==> src/hdl/lfu_page_replacement_macros.svh <==
// Assertion macros shared by the LFU page replacement block.
// Depends on a clock named i_clk and an active-low reset named i_rst_n in scope.
`ifndef LFU_PAGE_REPLACEMENT_MACROS_SVH
`define LFU_PAGE_REPLACEMENT_MACROS_SVH

// Same-cycle implication, inactive while reset is held.
`define LFU_ASSERT_NOW(label, ante, cons, msg) \
    label: assert property (@(posedge i_clk) disable iff (!i_rst_n) (ante) |-> (cons)) \
        else $error(msg);

// Next-cycle implication, inactive while reset is held.
`define LFU_ASSERT_NEXT(label, ante, cons, msg) \
    label: assert property (@(posedge i_clk) disable iff (!i_rst_n) (ante) |=> (cons)) \
        else $error(msg);

`endif

==> src/hdl/lfu_pkg.sv <==
// Types and fixed widths for the LFU page replacement block.
// No dependencies.
package lfu_pkg;

    localparam int unsigned PAGE_W    = 16;
    localparam int unsigned COUNT_W   = 16;
    localparam int unsigned TOTAL_W   = 32;
    localparam int unsigned CFG_W     = 5;
    localparam int unsigned IDX_OUT_W = 4;

    localparam logic [CFG_W-1:0]   CFG_RESET = 5'd4;
    localparam logic [COUNT_W-1:0] COUNT_MAX = 16'hFFFF;
    localparam logic [COUNT_W-1:0] COUNT_ONE = 16'd1;
    localparam logic [TOTAL_W-1:0] TOTAL_MAX = 32'hFFFF_FFFF;

    typedef struct packed {
        logic [PAGE_W-1:0]  page;
        logic [COUNT_W-1:0] count;
    } t_entry;

endpackage

==> src/hdl/lfu_if.sv <==
// Valid/ready channel interfaces for page references and replacement results.
// Depends on lfu_pkg.
interface lfu_in_if import lfu_pkg::*; ();
    logic              valid;
    logic              ready;
    logic [PAGE_W-1:0] page_number;

    modport source (output valid, output page_number, input ready);
    modport sink   (input valid, input page_number, output ready);
endinterface

interface lfu_out_if import lfu_pkg::*; ();
    logic                 valid;
    logic                 ready;
    logic                 hit;
    logic [IDX_OUT_W-1:0] frame_index;
    logic                 evicted_valid;
    logic [PAGE_W-1:0]    evicted_page;
    logic [TOTAL_W-1:0]   hit_total;
    logic [TOTAL_W-1:0]   fault_total;

    modport source (output valid, output hit, output frame_index, output evicted_valid,
                    output evicted_page, output hit_total, output fault_total, input ready);
    modport sink   (input valid, input hit, input frame_index, input evicted_valid,
                    input evicted_page, input hit_total, input fault_total, output ready);
endinterface

==> src/hdl/lfu_page_replacement.sv <==
// Top level of the LFU page replacement block: configuration register, frame
// memory and scan sequencer. Depends on lfu_pkg, lfu_if, lfu_frame_mem, lfu_ctrl.
//
// Each page reference is looked up by reading the managed frames one per cycle
// from the single read port of the frame memory, then the chosen frame is written
// back in the write state, which waits while the output register still holds an
// untaken result. The result is held in that output register so the next item can
// be taken while it waits. Frame contents are not cleared by reset; only the valid
// marks are, so no clearing pass is needed.
module lfu_page_replacement import lfu_pkg::*; #(
    parameter int unsigned MAX_FRAMES = 16
) (
    input  logic             i_clk,
    input  logic             i_rst_n,
    input  logic             i_cfg_we,
    input  logic [CFG_W-1:0] i_cfg_wdata,
    lfu_in_if.sink           i_req,
    lfu_out_if.source        o_rsp
);

    localparam int unsigned FW = $clog2(MAX_FRAMES);
    localparam int unsigned NW = $clog2(MAX_FRAMES + 1);

    logic [CFG_W-1:0] r_frames_in_use;
    logic             w_mem_we;
    logic [FW-1:0]    w_mem_waddr;
    t_entry           w_mem_wdata;
    logic [FW-1:0]    w_mem_raddr;
    t_entry           w_mem_rdata;

    always_ff @(posedge i_clk) begin
        if (!i_rst_n) begin
            r_frames_in_use <= CFG_RESET;
        end else if (i_cfg_we) begin
            r_frames_in_use <= i_cfg_wdata;
        end
    end

    lfu_frame_mem #(
        .DEPTH (MAX_FRAMES),
        .AW    (FW)
    ) u_mem (
        .i_clk   (i_clk),
        .i_we    (w_mem_we),
        .i_waddr (w_mem_waddr),
        .i_wdata (w_mem_wdata),
        .i_raddr (w_mem_raddr),
        .o_rdata (w_mem_rdata)
    );

    lfu_ctrl #(
        .MAX_FRAMES (MAX_FRAMES),
        .FW         (FW),
        .NW         (NW)
    ) u_ctrl (
        .i_clk           (i_clk),
        .i_rst_n         (i_rst_n),
        .i_frames_in_use (r_frames_in_use),
        .i_req           (i_req),
        .o_rsp           (o_rsp),
        .o_mem_we        (w_mem_we),
        .o_mem_waddr     (w_mem_waddr),
        .o_mem_wdata     (w_mem_wdata),
        .o_mem_raddr     (w_mem_raddr),
        .i_mem_rdata     (w_mem_rdata)
    );

endmodule

==> src/hdl/lfu_frame_mem.sv <==
// Frame table memory: page number and use count per frame, one write and one
// registered read port. Depends on lfu_pkg.
module lfu_frame_mem import lfu_pkg::*; #(
    parameter int unsigned DEPTH = 16,
    parameter int unsigned AW    = 4
) (
    input  logic          i_clk,
    input  logic          i_we,
    input  logic [AW-1:0] i_waddr,
    input  t_entry        i_wdata,
    input  logic [AW-1:0] i_raddr,
    output t_entry        o_rdata
);

    t_entry r_mem [DEPTH];
    t_entry r_rdata;

    always_ff @(posedge i_clk) begin
        if (i_we) begin
            r_mem[i_waddr] <= i_wdata;
        end
        r_rdata <= r_mem[i_raddr];
    end

    assign o_rdata = r_rdata;

endmodule

==> src/hdl/lfu_ctrl.sv <==
// Sequencer that scans the frame table, picks hit, empty or victim frame and
// writes back. Depends on lfu_pkg, lfu_if and lfu_frame_mem read timing.
`include "lfu_page_replacement_macros.svh"

module lfu_ctrl import lfu_pkg::*; #(
    parameter int unsigned MAX_FRAMES = 16,
    parameter int unsigned FW         = 4,
    parameter int unsigned NW         = 5
) (
    input  logic             i_clk,
    input  logic             i_rst_n,
    input  logic [CFG_W-1:0] i_frames_in_use,
    lfu_in_if.sink           i_req,
    lfu_out_if.source        o_rsp,
    output logic             o_mem_we,
    output logic [FW-1:0]    o_mem_waddr,
    output t_entry           o_mem_wdata,
    output logic [FW-1:0]    o_mem_raddr,
    input  t_entry           i_mem_rdata
);

    typedef enum logic [1:0] {
        S_IDLE,
        S_SCAN,
        S_WRITE
    } t_state;

    t_state                  r_state;
    logic [MAX_FRAMES-1:0]   r_valid;
    logic [NW-1:0]           r_n;
    logic [FW-1:0]           r_idx;
    logic [PAGE_W-1:0]       r_page;
    logic                    r_found;
    logic [FW-1:0]           r_hit_at;
    logic [COUNT_W-1:0]      r_hit_cnt;
    logic                    r_have_empty;
    logic [FW-1:0]           r_empty_at;
    logic [COUNT_W:0]        r_min;
    logic [FW-1:0]           r_victim;
    logic [PAGE_W-1:0]       r_victim_page;
    logic [TOTAL_W-1:0]      r_hit_total;
    logic [TOTAL_W-1:0]      r_fault_total;
    logic                    r_out_valid;
    logic                    r_out_hit;
    logic [IDX_OUT_W-1:0]    r_out_idx;
    logic                    r_out_ev_valid;
    logic [PAGE_W-1:0]       r_out_ev_page;

    logic [NW-1:0]           n_n;
    logic                    w_out_free;
    logic                    w_last;
    logic                    w_cur_valid;
    logic                    w_evict;
    logic [FW-1:0]           w_slot;
    logic [COUNT_W-1:0]      w_new_count;

    always_comb begin
        if (i_frames_in_use == '0) begin
            n_n = NW'(1);
        end else if (32'(i_frames_in_use) > MAX_FRAMES) begin
            n_n = NW'(MAX_FRAMES);
        end else begin
            n_n = NW'(i_frames_in_use);
        end
    end

    assign w_out_free  = !r_out_valid || o_rsp.ready;
    assign w_last      = (NW'(r_idx) == (r_n - NW'(1)));
    assign w_cur_valid = r_valid[r_idx];
    assign w_evict     = !r_found && !r_have_empty;
    assign w_slot      = r_found ? r_hit_at : (r_have_empty ? r_empty_at : r_victim);
    assign w_new_count = r_found ? ((r_hit_cnt == COUNT_MAX) ? r_hit_cnt
                                                             : r_hit_cnt + COUNT_ONE)
                                 : COUNT_ONE;

    assign i_req.ready = (r_state == S_IDLE);

    assign o_mem_raddr       = (r_state == S_SCAN) ? r_idx + FW'(1) : '0;
    assign o_mem_we          = (r_state == S_WRITE) && w_out_free;
    assign o_mem_waddr       = w_slot;
    assign o_mem_wdata.page  = r_page;
    assign o_mem_wdata.count = w_new_count;

    always_ff @(posedge i_clk) begin
        if (!i_rst_n) begin
            r_state       <= S_IDLE;
            r_valid       <= '0;
            r_hit_total   <= '0;
            r_fault_total <= '0;
            r_out_valid   <= 1'b0;
        end else begin
            if (r_out_valid && o_rsp.ready && (r_state != S_WRITE)) begin
                r_out_valid <= 1'b0;
            end
            case (r_state)
                S_IDLE: begin
                    if (i_req.valid) begin
                        r_page       <= i_req.page_number;
                        r_n          <= n_n;
                        r_idx        <= '0;
                        r_found      <= 1'b0;
                        r_have_empty <= 1'b0;
                        r_min        <= {1'b1, {COUNT_W{1'b0}}};
                        r_state      <= S_SCAN;
                    end
                end
                S_SCAN: begin
                    if (w_cur_valid) begin
                        if (!r_found && (i_mem_rdata.page == r_page)) begin
                            r_found   <= 1'b1;
                            r_hit_at  <= r_idx;
                            r_hit_cnt <= i_mem_rdata.count;
                        end
                        if ({1'b0, i_mem_rdata.count} < r_min) begin
                            r_min         <= {1'b0, i_mem_rdata.count};
                            r_victim      <= r_idx;
                            r_victim_page <= i_mem_rdata.page;
                        end
                    end else if (!r_have_empty) begin
                        r_have_empty <= 1'b1;
                        r_empty_at   <= r_idx;
                    end
                    if (w_last) begin
                        r_state <= S_WRITE;
                    end else begin
                        r_idx <= r_idx + FW'(1);
                    end
                end
                S_WRITE: begin
                    if (w_out_free) begin
                        r_valid[w_slot] <= 1'b1;
                        if (r_found) begin
                            if (r_hit_total != TOTAL_MAX) begin
                                r_hit_total <= r_hit_total + 32'd1;
                            end
                        end else if (r_fault_total != TOTAL_MAX) begin
                            r_fault_total <= r_fault_total + 32'd1;
                        end
                        r_out_valid    <= 1'b1;
                        r_out_hit      <= r_found;
                        r_out_idx      <= IDX_OUT_W'(w_slot);
                        r_out_ev_valid <= w_evict;
                        r_out_ev_page  <= w_evict ? r_victim_page : '0;
                        r_state        <= S_IDLE;
                    end
                end
                default: begin
                    r_state <= S_IDLE;
                end
            endcase
        end
    end

    assign o_rsp.valid         = r_out_valid;
    assign o_rsp.hit           = r_out_hit;
    assign o_rsp.frame_index   = r_out_idx;
    assign o_rsp.evicted_valid = r_out_ev_valid;
    assign o_rsp.evicted_page  = r_out_ev_page;
    assign o_rsp.hit_total     = r_hit_total;
    assign o_rsp.fault_total   = r_fault_total;

    `LFU_ASSERT_NOW(a_scan_in_range, r_state == S_SCAN,
                    (r_n != '0) && (NW'(r_idx) < r_n), "scan index outside managed frames")
    `LFU_ASSERT_NOW(a_victim_found, (r_state == S_WRITE) && w_evict,
                    r_min[COUNT_W] == 1'b0, "eviction without a valid victim")
    `LFU_ASSERT_NOW(a_hit_no_evict, o_rsp.valid && o_rsp.hit,
                    !o_rsp.evicted_valid, "hit reported together with eviction")
    `LFU_ASSERT_NEXT(a_slot_valid, o_mem_we, r_valid != '0, "written frame not marked valid")

endmodule
==> src/flat_wrapper.sv <==
// flat-port wrapper written by rule: the top's interface ports become plain ports
module lfu_page_replacement_flat import lfu_pkg::*;
#(
    parameter int unsigned MAX_FRAMES = 16
)
  (i_clk, i_rst_n, i_cfg_we, i_cfg_wdata, i_req_valid, i_req_page_number, i_req_ready, o_rsp_valid, o_rsp_hit, o_rsp_frame_index, o_rsp_evicted_valid, o_rsp_evicted_page, o_rsp_hit_total, o_rsp_fault_total, o_rsp_ready);
  lfu_in_if i_req_i ();
  lfu_out_if o_rsp_i ();
  input  logic i_clk;
  input  logic i_rst_n;
  input  logic i_cfg_we;
  input  logic [CFG_W-1:0] i_cfg_wdata;
  input wire logic [$bits(i_req_i.valid)-1:0] i_req_valid;
  input wire logic [$bits(i_req_i.page_number)-1:0] i_req_page_number;
  output wire logic [$bits(i_req_i.ready)-1:0] i_req_ready;
  output wire logic [$bits(o_rsp_i.valid)-1:0] o_rsp_valid;
  output wire logic [$bits(o_rsp_i.hit)-1:0] o_rsp_hit;
  output wire logic [$bits(o_rsp_i.frame_index)-1:0] o_rsp_frame_index;
  output wire logic [$bits(o_rsp_i.evicted_valid)-1:0] o_rsp_evicted_valid;
  output wire logic [$bits(o_rsp_i.evicted_page)-1:0] o_rsp_evicted_page;
  output wire logic [$bits(o_rsp_i.hit_total)-1:0] o_rsp_hit_total;
  output wire logic [$bits(o_rsp_i.fault_total)-1:0] o_rsp_fault_total;
  input wire logic [$bits(o_rsp_i.ready)-1:0] o_rsp_ready;
  assign i_req_i.valid = i_req_valid;
  assign i_req_i.page_number = i_req_page_number;
  assign i_req_ready = i_req_i.ready;
  assign o_rsp_valid = o_rsp_i.valid;
  assign o_rsp_hit = o_rsp_i.hit;
  assign o_rsp_frame_index = o_rsp_i.frame_index;
  assign o_rsp_evicted_valid = o_rsp_i.evicted_valid;
  assign o_rsp_evicted_page = o_rsp_i.evicted_page;
  assign o_rsp_hit_total = o_rsp_i.hit_total;
  assign o_rsp_fault_total = o_rsp_i.fault_total;
  assign o_rsp_i.ready = o_rsp_ready;
  lfu_page_replacement #(.MAX_FRAMES(MAX_FRAMES)) u_core (.i_clk(i_clk), .i_rst_n(i_rst_n), .i_cfg_we(i_cfg_we), .i_cfg_wdata(i_cfg_wdata), .i_req(i_req_i), .o_rsp(o_rsp_i));
endmodule
==> config.mk <==
export PLATFORM = sky130hd
export DESIGN_NAME = lfu_page_replacement_flat
export DESIGN_NICKNAME = d
export VERILOG_FILES = /design/src/hdl/lfu_pkg.sv /design/src/hdl/lfu_if.sv /design/src/hdl/lfu_page_replacement.sv /design/src/hdl/lfu_frame_mem.sv /design/src/hdl/lfu_ctrl.sv /design/src/flat_wrapper.sv
export VERILOG_INCLUDE_DIRS = /design/src /design/src/hdl
export SDC_FILE = /design/constraint.sdc
export NUM_CORES = 1
export LEC_CHECK = 0
export ABC_AREA = 1
export BUFFER_PORTS_ARGS = -buffer_cell sky130_fd_sc_hd__buf_2
export CAP_MARGIN = 20
export CORE_UTILIZATION = 45
export DETAILED_ROUTE_END_ITERATION = 8
export PLACE_DENSITY_LB_ADDON = 0.25
export RECOVER_POWER = 100
export SYNTH_ARGS = -nofsm -noshare
export SYNTH_HDL_FRONTEND = slang
export SYNTH_HIERARCHICAL = 1
export SYNTH_SLANG_ARGS = --single-unit
==> constraint.sdc <==
create_clock -name i_clk -period 4.15 [get_ports i_clk]
set_input_delay 1.245 -clock i_clk [delete_from_list [all_inputs] [get_ports i_clk]]
set_output_delay 1.245 -clock i_clk [all_outputs]
set_load 0.05 [all_outputs]
* After elaboration in Yosys (flattened, before gate mapping)
Memory sizes are Yosys's and may differ from the RTL's. A register that Yosys moved wholly into a read port is not among the register bits. Index checks and enable logic that the tools add are counted.
Storage, ports and cells: flip-flop bits (word level) 198, bits in writable memories 512, memories kept 1, input port bits 26
Cells by class: eq/ne operators 16, add/sub/neg operators 5, $lt $le $gt $ge 5, bitwise operators 4, muxes and demuxes 32, reductions and logical operators 27
Memories:
- u_core.u_mem.r_mem | depth 16, width 32, rd ports 1, clocked after memory_dff 1, wr ports 1, line lfu_frame_mem.sv:15 | t_entry r_mem [DEPTH];
Operators by type and width (count):
- adder 32 x 1 -> 32 bit (second input constant) | 2
- != test 32 bit (second input constant) | 2
- two-way mux 17 bit | 3
- one-hot mux 17 bit (2 select lines) | 1
- two-way mux 16 bit | 2
- AND reduction 4 bit | 7
- two-way mux 4 bit | 5
- < comparator 16 x 17 -> 1 bit | 1
- adder 16 x 1 -> 16 bit (second input constant) | 1
- equality test 16 bit | 1
- equality test 16 bit (second input constant) | 1
- OR 16 bit | 1
- != test 2 bit (second input constant) | 7
- two-way mux 1 bit | 11
- < comparator 4 x 5 -> 1 bit (second input constant) | 2
- AND reduction 5 bit | 2
- AND reduction 3 bit | 3
- one-hot mux 4 bit (2 select lines) | 1
- logical AND 1 bit | 6
- two-way mux 2 bit | 3
- one-hot mux 2 bit (3 select lines) | 1
- equality test 4 x 5 -> 1 bit | 1
- > comparator 5 bit (second input constant) | 1
- zero test 5 bit | 1
- other kinds (17) | 23

* Longest topological paths before layout
Gate-level depths: netlist (run 1).
depth in word-level cells 7, mapped depth 15, mapped depth without buffers 13

* Hierarchy
Netlist (run 1), hierarchy kept.
Modules (own cells, without submodules):
- lfu_frame_mem | times used 1, cells an instance 2120, area an instance 22730.6 um^2, sequential area each 16015.4 um^2
- lfu_ctrl | times used 1, cells an instance 1313, area an instance 10301.1 um^2, sequential area each 4964.8 um^2
- lfu_page_replacement | times used 1, cells an instance 30, area an instance 202.7 um^2, sequential area each 100.1 um^2

* Least setup slack after synthesis (run 1)
OpenSTA, ideal clock, no wires.
path type input to register, start point input i_rst_n, end point register u_core.u_ctrl.r_n[0] (enable), path buffers 2, arrival time 3.812 ns, path slack -0.115 ns, setup time 0.453 ns, stages on the path 4, cells stage by stage buf_2 > clkinv_1 > clkbuf_1 > nor4_1
Between the ends: word-level cells in the longest chain between the ends 1
RTL lines:
- start, declared | line flat_wrapper.sv:10 | input logic i_rst_n;
- AND reduction 3 bit (no line)
- end signal, assigned | line lfu_ctrl.sv:99 | r_n <= n_n;
- end, declared | line lfu_ctrl.sv:30 | logic [NW-1:0] r_n;
Every way passes these cells. A chain may end at the register's enable or synchronous reset.

* Worst setup path after layout (run 1)
start point register u_core.u_ctrl.r_found, end point memory u_core/u_mem/r_mem[4][30] in the netlist's numbering (enable)
Between the ends: word-level cells in the longest chain between the ends 1
RTL lines:
- start, declared | line lfu_ctrl.sv:33 | logic r_found;
- start signal, assigned | line lfu_ctrl.sv:101 | r_found <= 1'b0;
- start signal, assigned | line lfu_ctrl.sv:110 | r_found <= 1'b1;
- two-way mux 4 bit | line lfu_ctrl.sv:71 | assign w_slot = r_found ? r_hit_at : (r_have_empty ? r_empty_at : r_victim);
- via u_core.w_mem_waddr[3] | line lfu_page_replacement.sv:26 | logic [FW-1:0] w_mem_waddr;
- end, declared | line lfu_frame_mem.sv:15
The timed path passes the listed nets, and every way through them passes these cells.

==> results of run 1 <==
[kinds of logic after synthesis]
kind of cell	count (synthesis)	synth area share [%]
and+or+nand+nor	1853	23.6
AOI/OAI and AO/OA	116	2.09
xor gates and xnor gates	44	1.16
DFF	742	63.4
adders and majority gates	22	0.828
buffers and inverters	686	8.93
[sequential cells by signal (all words and copies together), names as in the netlist]
name,flops
u_core/u_ctrl/r_idx,4
u_core/u_ctrl/r_found,1
u_core/u_ctrl/r_hit_at,4
u_core/u_ctrl/r_victim,4
u_core/u_mem/o_rdata,32
u_core/u_ctrl/r_page,16
u_core/u_ctrl/o_rsp.evicted_page,16
u_core/u_ctrl/o_rsp.valid,1
u_core/u_ctrl/o_rsp.frame_index,4
u_core/u_ctrl/r_min,17
u_core/u_ctrl/r_victim_page,16
u_core/u_ctrl/o_rsp.hit,1
u_core/u_ctrl/r_n,5
u_core/r_frames_in_use,5
u_core/u_ctrl/o_rsp.hit_total,32
u_core/u_ctrl/r_hit_cnt,16
u_core/u_ctrl/r_have_empty,1
u_core/u_ctrl/o_rsp.evicted_valid,1
u_core/u_mem/r_mem,512
u_core/u_ctrl/r_state,2
u_core/u_ctrl/r_valid,16
u_core/u_ctrl/r_empty_at,4
u_core/u_ctrl/o_rsp.fault_total,32
[metal layers]
metal  vias up  track usage [%]
met5         -                0
met4         0             7.31
met3       128             2.95
met2       667             34.6
met1     10866             28.9
li1      11353                -
[through the flow]
stage	instances	instance area, µm²	hold WS [ps]	power (W)	util, %
floorplan	3463	33200	408	0.00911	-
global placement	4459	34900	420	0.00946	47.8
detailed placement	4459	34900	420	0.00947	47.8
CTS	4608	37500	440	0.0165	51.4
global route	4608	37100	448	0.0169	50.9
finish	4608	37100	435	0.0164	50.9
[power by group]
part           internal [W]  leakage (nW)  switching (W)
Combinational      0.000297          7.26       0.000721
Sequential          0.00816          6.63       0.000117
Clock               0.00421          1.28        0.00285
[cell usage after synthesis (all sizes together), types with 16 or more instances]
cell type / count
nand2: 1114
edfxtp: 622
inv: 551
nand3: 433
nor2: 242
dfxtp: 120
buf: 106
a21oi: 79
clkbuf: 28
nand3b: 25
xor2: 25
ha: 22
xnor2: 19
o21ai: 18
nor3: 16
[worst min-delay path by stage]
stage / from / endpoint / slack, ps
2_1_floorplan: u_core/u_mem/o_rdata[0] / u_core/u_ctrl/r_hit_cnt[0] / 410
3_3_place_gp: u_core/u_mem/o_rdata[16] / u_core/u_ctrl/r_victim_page[0] / 420
3_5_place_dp: u_core/u_mem/o_rdata[16] / u_core/u_ctrl/r_victim_page[0] / 420
4_1_cts: u_core/u_mem/o_rdata[0] / u_core/u_ctrl/r_hit_cnt[0] / 440
5_1_grt: u_core/u_mem/o_rdata[0] / u_core/u_ctrl/r_hit_cnt[0] / 450
6_report: u_core/u_mem/o_rdata[0] / u_core/u_ctrl/r_hit_cnt[0] / 430
[area by class of cell]
type                    instances  area [µm²]  area share, %
clock inverters                41         384           1.03
clock buffers                 108        2230           6.01
inverters                     552        2080           5.61
repair buffers                171         882           2.38
well taps                     959        1200           3.23
flip-flops and latches        742       21100           56.8
multi-input cells            2035        9260           24.9
==> metrics.csv, run 1 <==
metric,value,unit
cp.depth,8,
crit_path_top_delay_cell,clkbuf_1,
ys_seq_elements,742,
numPortBuffers,113,
route.detailed.drc,0,
relSlewSlack,-18.6,%
yosys-top-cells-area,"edfxtp_1 56%, nand2_1 12%, dfxtp_1 7.2%",
nets,3630,
drt-met1-wl,35500,µm
ys.flop_type,edfxtp_1,
area_growth,11.7,%
synth_edf_count,622,
vias,23014,
startpoint,u_core/u_ctrl/r_found,
cts_buffer_depth,3,
violations,"max-capacitance violations, max-slew violations",
fp.dieArea,74900,µm²
skew,24.4,ps
path_clk_slew,60,ps
cts-hold-fix-buffers,0,
worst_pin_slew,1770,ps
postSynthAreaPerCell,9.60,µm²
cts_tree,built,
crit_family,buffers and inverters,
path_class,reg2reg,
layout-drive-gt1-share,6.52,%
r2r-end,u_core/u_mem/r_mem[4][30],
synth.top_cell.area_share,56.2,%
drv_slew,95,
diodes,0,
rr_worst_depth,8,
min_path_cells,0,
worstSetupStartpointType,flip-flop,
r2r-start,u_core/u_ctrl/r_found,
fillCellCount,6694,
ys_warn_count,6,
post_cts_buffers,0,
cp-end-kind,flip-flop,
first_iter_violations,1926,
reg2reg_slack,640,ps
final.setup.worst_slack,636,ps
status,finished with violations,
rsz0062_at_grt,false,
cp_max_fo,18,
numClockSinks,742,
yosysUniqueCellTypes,41,
grt_usage,21.2,%
cp-endpoint,u_core/u_mem/r_mem[4][30],
first_pass_iters,6,
cpMostUsedCell,inv_1,
fmax,285,MHz
synthCells,3463,
ys_async_sr_fraction,0,%
finalSetupTns,0,ps
hold_class,reg2reg,
grt_pass1_vias,21589,
setup_violations,0,
maxCapViolations,5,
pre_cts_ws,727,ps
p_leak,15.2,nW
final_cell_mix,"1089 x nand2_1, 622 x edfxtp_1, 546 x inv_1",
core_area,73000,µm²
gp_congestion,0.885,
grt_pass1_wl,123000,µm
clkLatencyLatePin,610,ps
path_cells,buf_4 -> inv_1 -> nand3_1 -> o21ai_0 -> inv_1 -> nand3b_1 -> nor2_1 -> clkbuf_1,
min_period,3510,ps
cts_resized,0,
peakVddDrop,312,µV
die_y,274,µm
met3WireLength,4320,µm
wl_met2,37200,µm
io-pin-count,114,
finalCritPeriodShare,84.7,%
timing_hold_violations_final,0,
p_per_area,441,nW/µm²
initial_core_util,45.6,%
drtAntennaViolNets,0,
cts_buffers,80,
syn_nets,3511,
routed_wl,79400,µm
synth_area,33200,µm²
vias_per_cell,4.99,
grt_max_degree,215,
dpl.hpwl,47700,µm
ys_seq_area_share,63.4,%
yosysTopAreaCell,edfxtp_1,
crit_buf_inv,4,
die_x,274,µm
worstPathRequired,4370,ps
cts.htree.levels,3,
antenna_found_initial,0,
highest_layer,met4,
root_buffer,clkbuf_16,
cp.arrival,3730,ps
wire_per_inst,17.2,µm
slowest_delay,770,ps
layout.cells.most_common,nand2_1,
rows,99,
grt_overflow_total,0,
Power figures use the tool's default switching activity.
==> inputs of run 2 (changes only) <==
clock period = 3.3 ns   (was 4.15 ns; I/O delays follow)
==> metrics.csv, run 2 (synthesis results as in run 1) <==
metric,value,unit,change
status,finished with violations,,
violations,"max-capacitance violations, max-slew violations",,
rr_worst_depth,8,,unchanged
vias_per_cell,4.99,,about the same
r2r-start,u_core/u_ctrl/r_found,,
cts_buffers,79,,-1.3%
grt_pass1_vias,21888,,+1.4%
reg2reg_slack,360,ps,-280 ps
antenna_found_initial,3,,+3
first_pass_iters,9,,+3
cts_buffer_depth,3,,unchanged
min_period,2940,ps,-575 ps
hold_path_end,u_core/u_ctrl/r_valid[8],,
die_x,274,µm,unchanged
grt_overflow_total,0,,unchanged
timing_hold_violations_final,0,,unchanged
cts_resized,0,,unchanged
seq_area,21100,µm²,unchanged
io-pin-count,114,,unchanged
grt_pass1_wl,125000,µm,+2.0%
hold_class,reg2reg,,
routed_wl,81400,µm,+2.5%
clkLatencyLatePin,630,ps,+20 ps
cts-hold-fix-buffers,0,,unchanged
skew,25.7,ps,+1.29 ps
rsz0062_at_grt,false,,
finalCritPeriodShare,89.1,%,+4.4 points
worst_pin_slew,1770,ps,+2.75 ps
cp.arrival,3190,ps,-540 ps
final_cell_mix,"1100 x nand2_1, 622 x edfxtp_1, 544 x inv_1",,
r2r-end,u_core/u_mem/r_mem[12][30],,
fp.dieArea,74900,µm²,unchanged
p_per_area,555,nW/µm²,+26%
dpl.hpwl,50000,µm,+4.7%
grt_max_degree,133,,-38%
cp_max_fo,18,,unchanged
drtAntennaViolNets,0,,unchanged
largest_register,u_core/u_mem/r_mem,,
cp-end-kind,flip-flop,,
area_growth,12.4,%,
grt_usage,21.8,%,+0.60 points
largest_reg_flops,512,,unchanged
vias,23144,,+0.56%
first_iter_violations,1911,,-0.78%
path_clk_slew,60,ps,about the same
peakVddDrop,432,µV,+39%
core_area,73000,µm²,unchanged
route.detailed.drc,0,,unchanged
numPortBuffers,113,,unchanged
initial_core_util,45.6,%,unchanged
fmax,340,MHz,+20%
maxCapViolations,1,,-4
finalSetupTns,0,ps,unchanged
relSlewSlack,-18.2,%,+0.37 points
worstHoldStart,u_core/u_ctrl/r_valid[8],,
layout.cells.most_common,nand2_1,,
rows,99,,unchanged
wire_per_inst,17.5,µm,+1.8%
finalPower,0.0207,W,+27%
worstSetupStartpointType,flip-flop,,
gp_congestion,0.900,,+1.7%
root_buffer,clkbuf_16,,
drv_slew,22,,-77%
fillCellCount,6598,,-1.4%
layout-drive-gt1-share,7.07,%,+0.55 points
numClockSinks,742,,unchanged
p_leak,15.3,nW,+0.82%
worstPathRequired,3550,ps,-820 ps
cts_tree,built,,
multi_input_area,9230,µm²,-0.32%
nets,3660,,+0.83%
path_class,reg2reg,,
post_cts_buffers,0,,unchanged
setup_violations,0,,unchanged
die_y,274,µm,unchanged
min_path_cells,2,,+2
cts.htree.levels,3,,unchanged
## run 2: metrics by stage
step           utilization [%]  setup WS (ps)  instance area (µm²)  std cells  hold WS, ps
3_5_place_dp              48.3            490                35200       4490          441
5_1_grt                   51.2            239                37400       4637          466
3_3_place_gp              48.3            489                35200       4490          432
6_report                  51.2            361                37400       4638          452
4_1_cts                   51.9            638                37900       4637          452
2_1_floorplan                -           -105                33300       3463          408
## run 2: area by class of cell
cell class              instances  area share, %
flip-flops and latches        742           56.4
multi-input cells            2035           24.7
clock buffers                 117           6.06
inverters                     552           5.58
well taps                     959           3.21
repair buffers                202           2.95
clock inverters                30           1.08
diodes                          1        0.00670
## run 2: critical path, cell delays in order (launching register included)
cell and delay (ps):
edfxtp_1 390, inv_2 340, nand3_1 140, o21ai_0 260
inv_1 260, inv_1 130, nand2_1 190, nor2_4 300
clkbuf_2 550
## run 2: layer usage
metal  GRT usage [%]  vias up  part of all wire, %
li1                -    11429                    -
met1            29.3    10841                   44
met2            34.9      714                   46
met3            3.71      156                  6.0
met4            8.97        4                  3.4
met5               0        -                0.038
## run 2: worst max-delay path by stage
| stage | cells past startpoint | from | endpoint |
|---|---|---|---|
| 6_report | 8 | u_core/u_ctrl/r_found | u_core/u_mem/r_mem[12][30] |
| 5_1_grt | 8 | u_core/u_ctrl/r_found | u_core/u_mem/r_mem[10][30] |
| 4_1_cts | 8 | u_core/u_ctrl/r_found | u_core/u_mem/r_mem[12][29] |
| 3_5_place_dp | 8 | o_rsp_ready | u_core/u_mem/r_mem[5][6] |
| 3_3_place_gp | 8 | o_rsp_ready | u_core/u_mem/r_mem[5][6] |
| 2_1_floorplan | 4 | i_rst_n | u_core/u_ctrl/r_hit_at[0] |
## run 2: where the power goes
part	switching [W]	internal, W
clock network	0.00361	0.00541
registers	0.000136	0.0103
logic	0.000940	0.000385
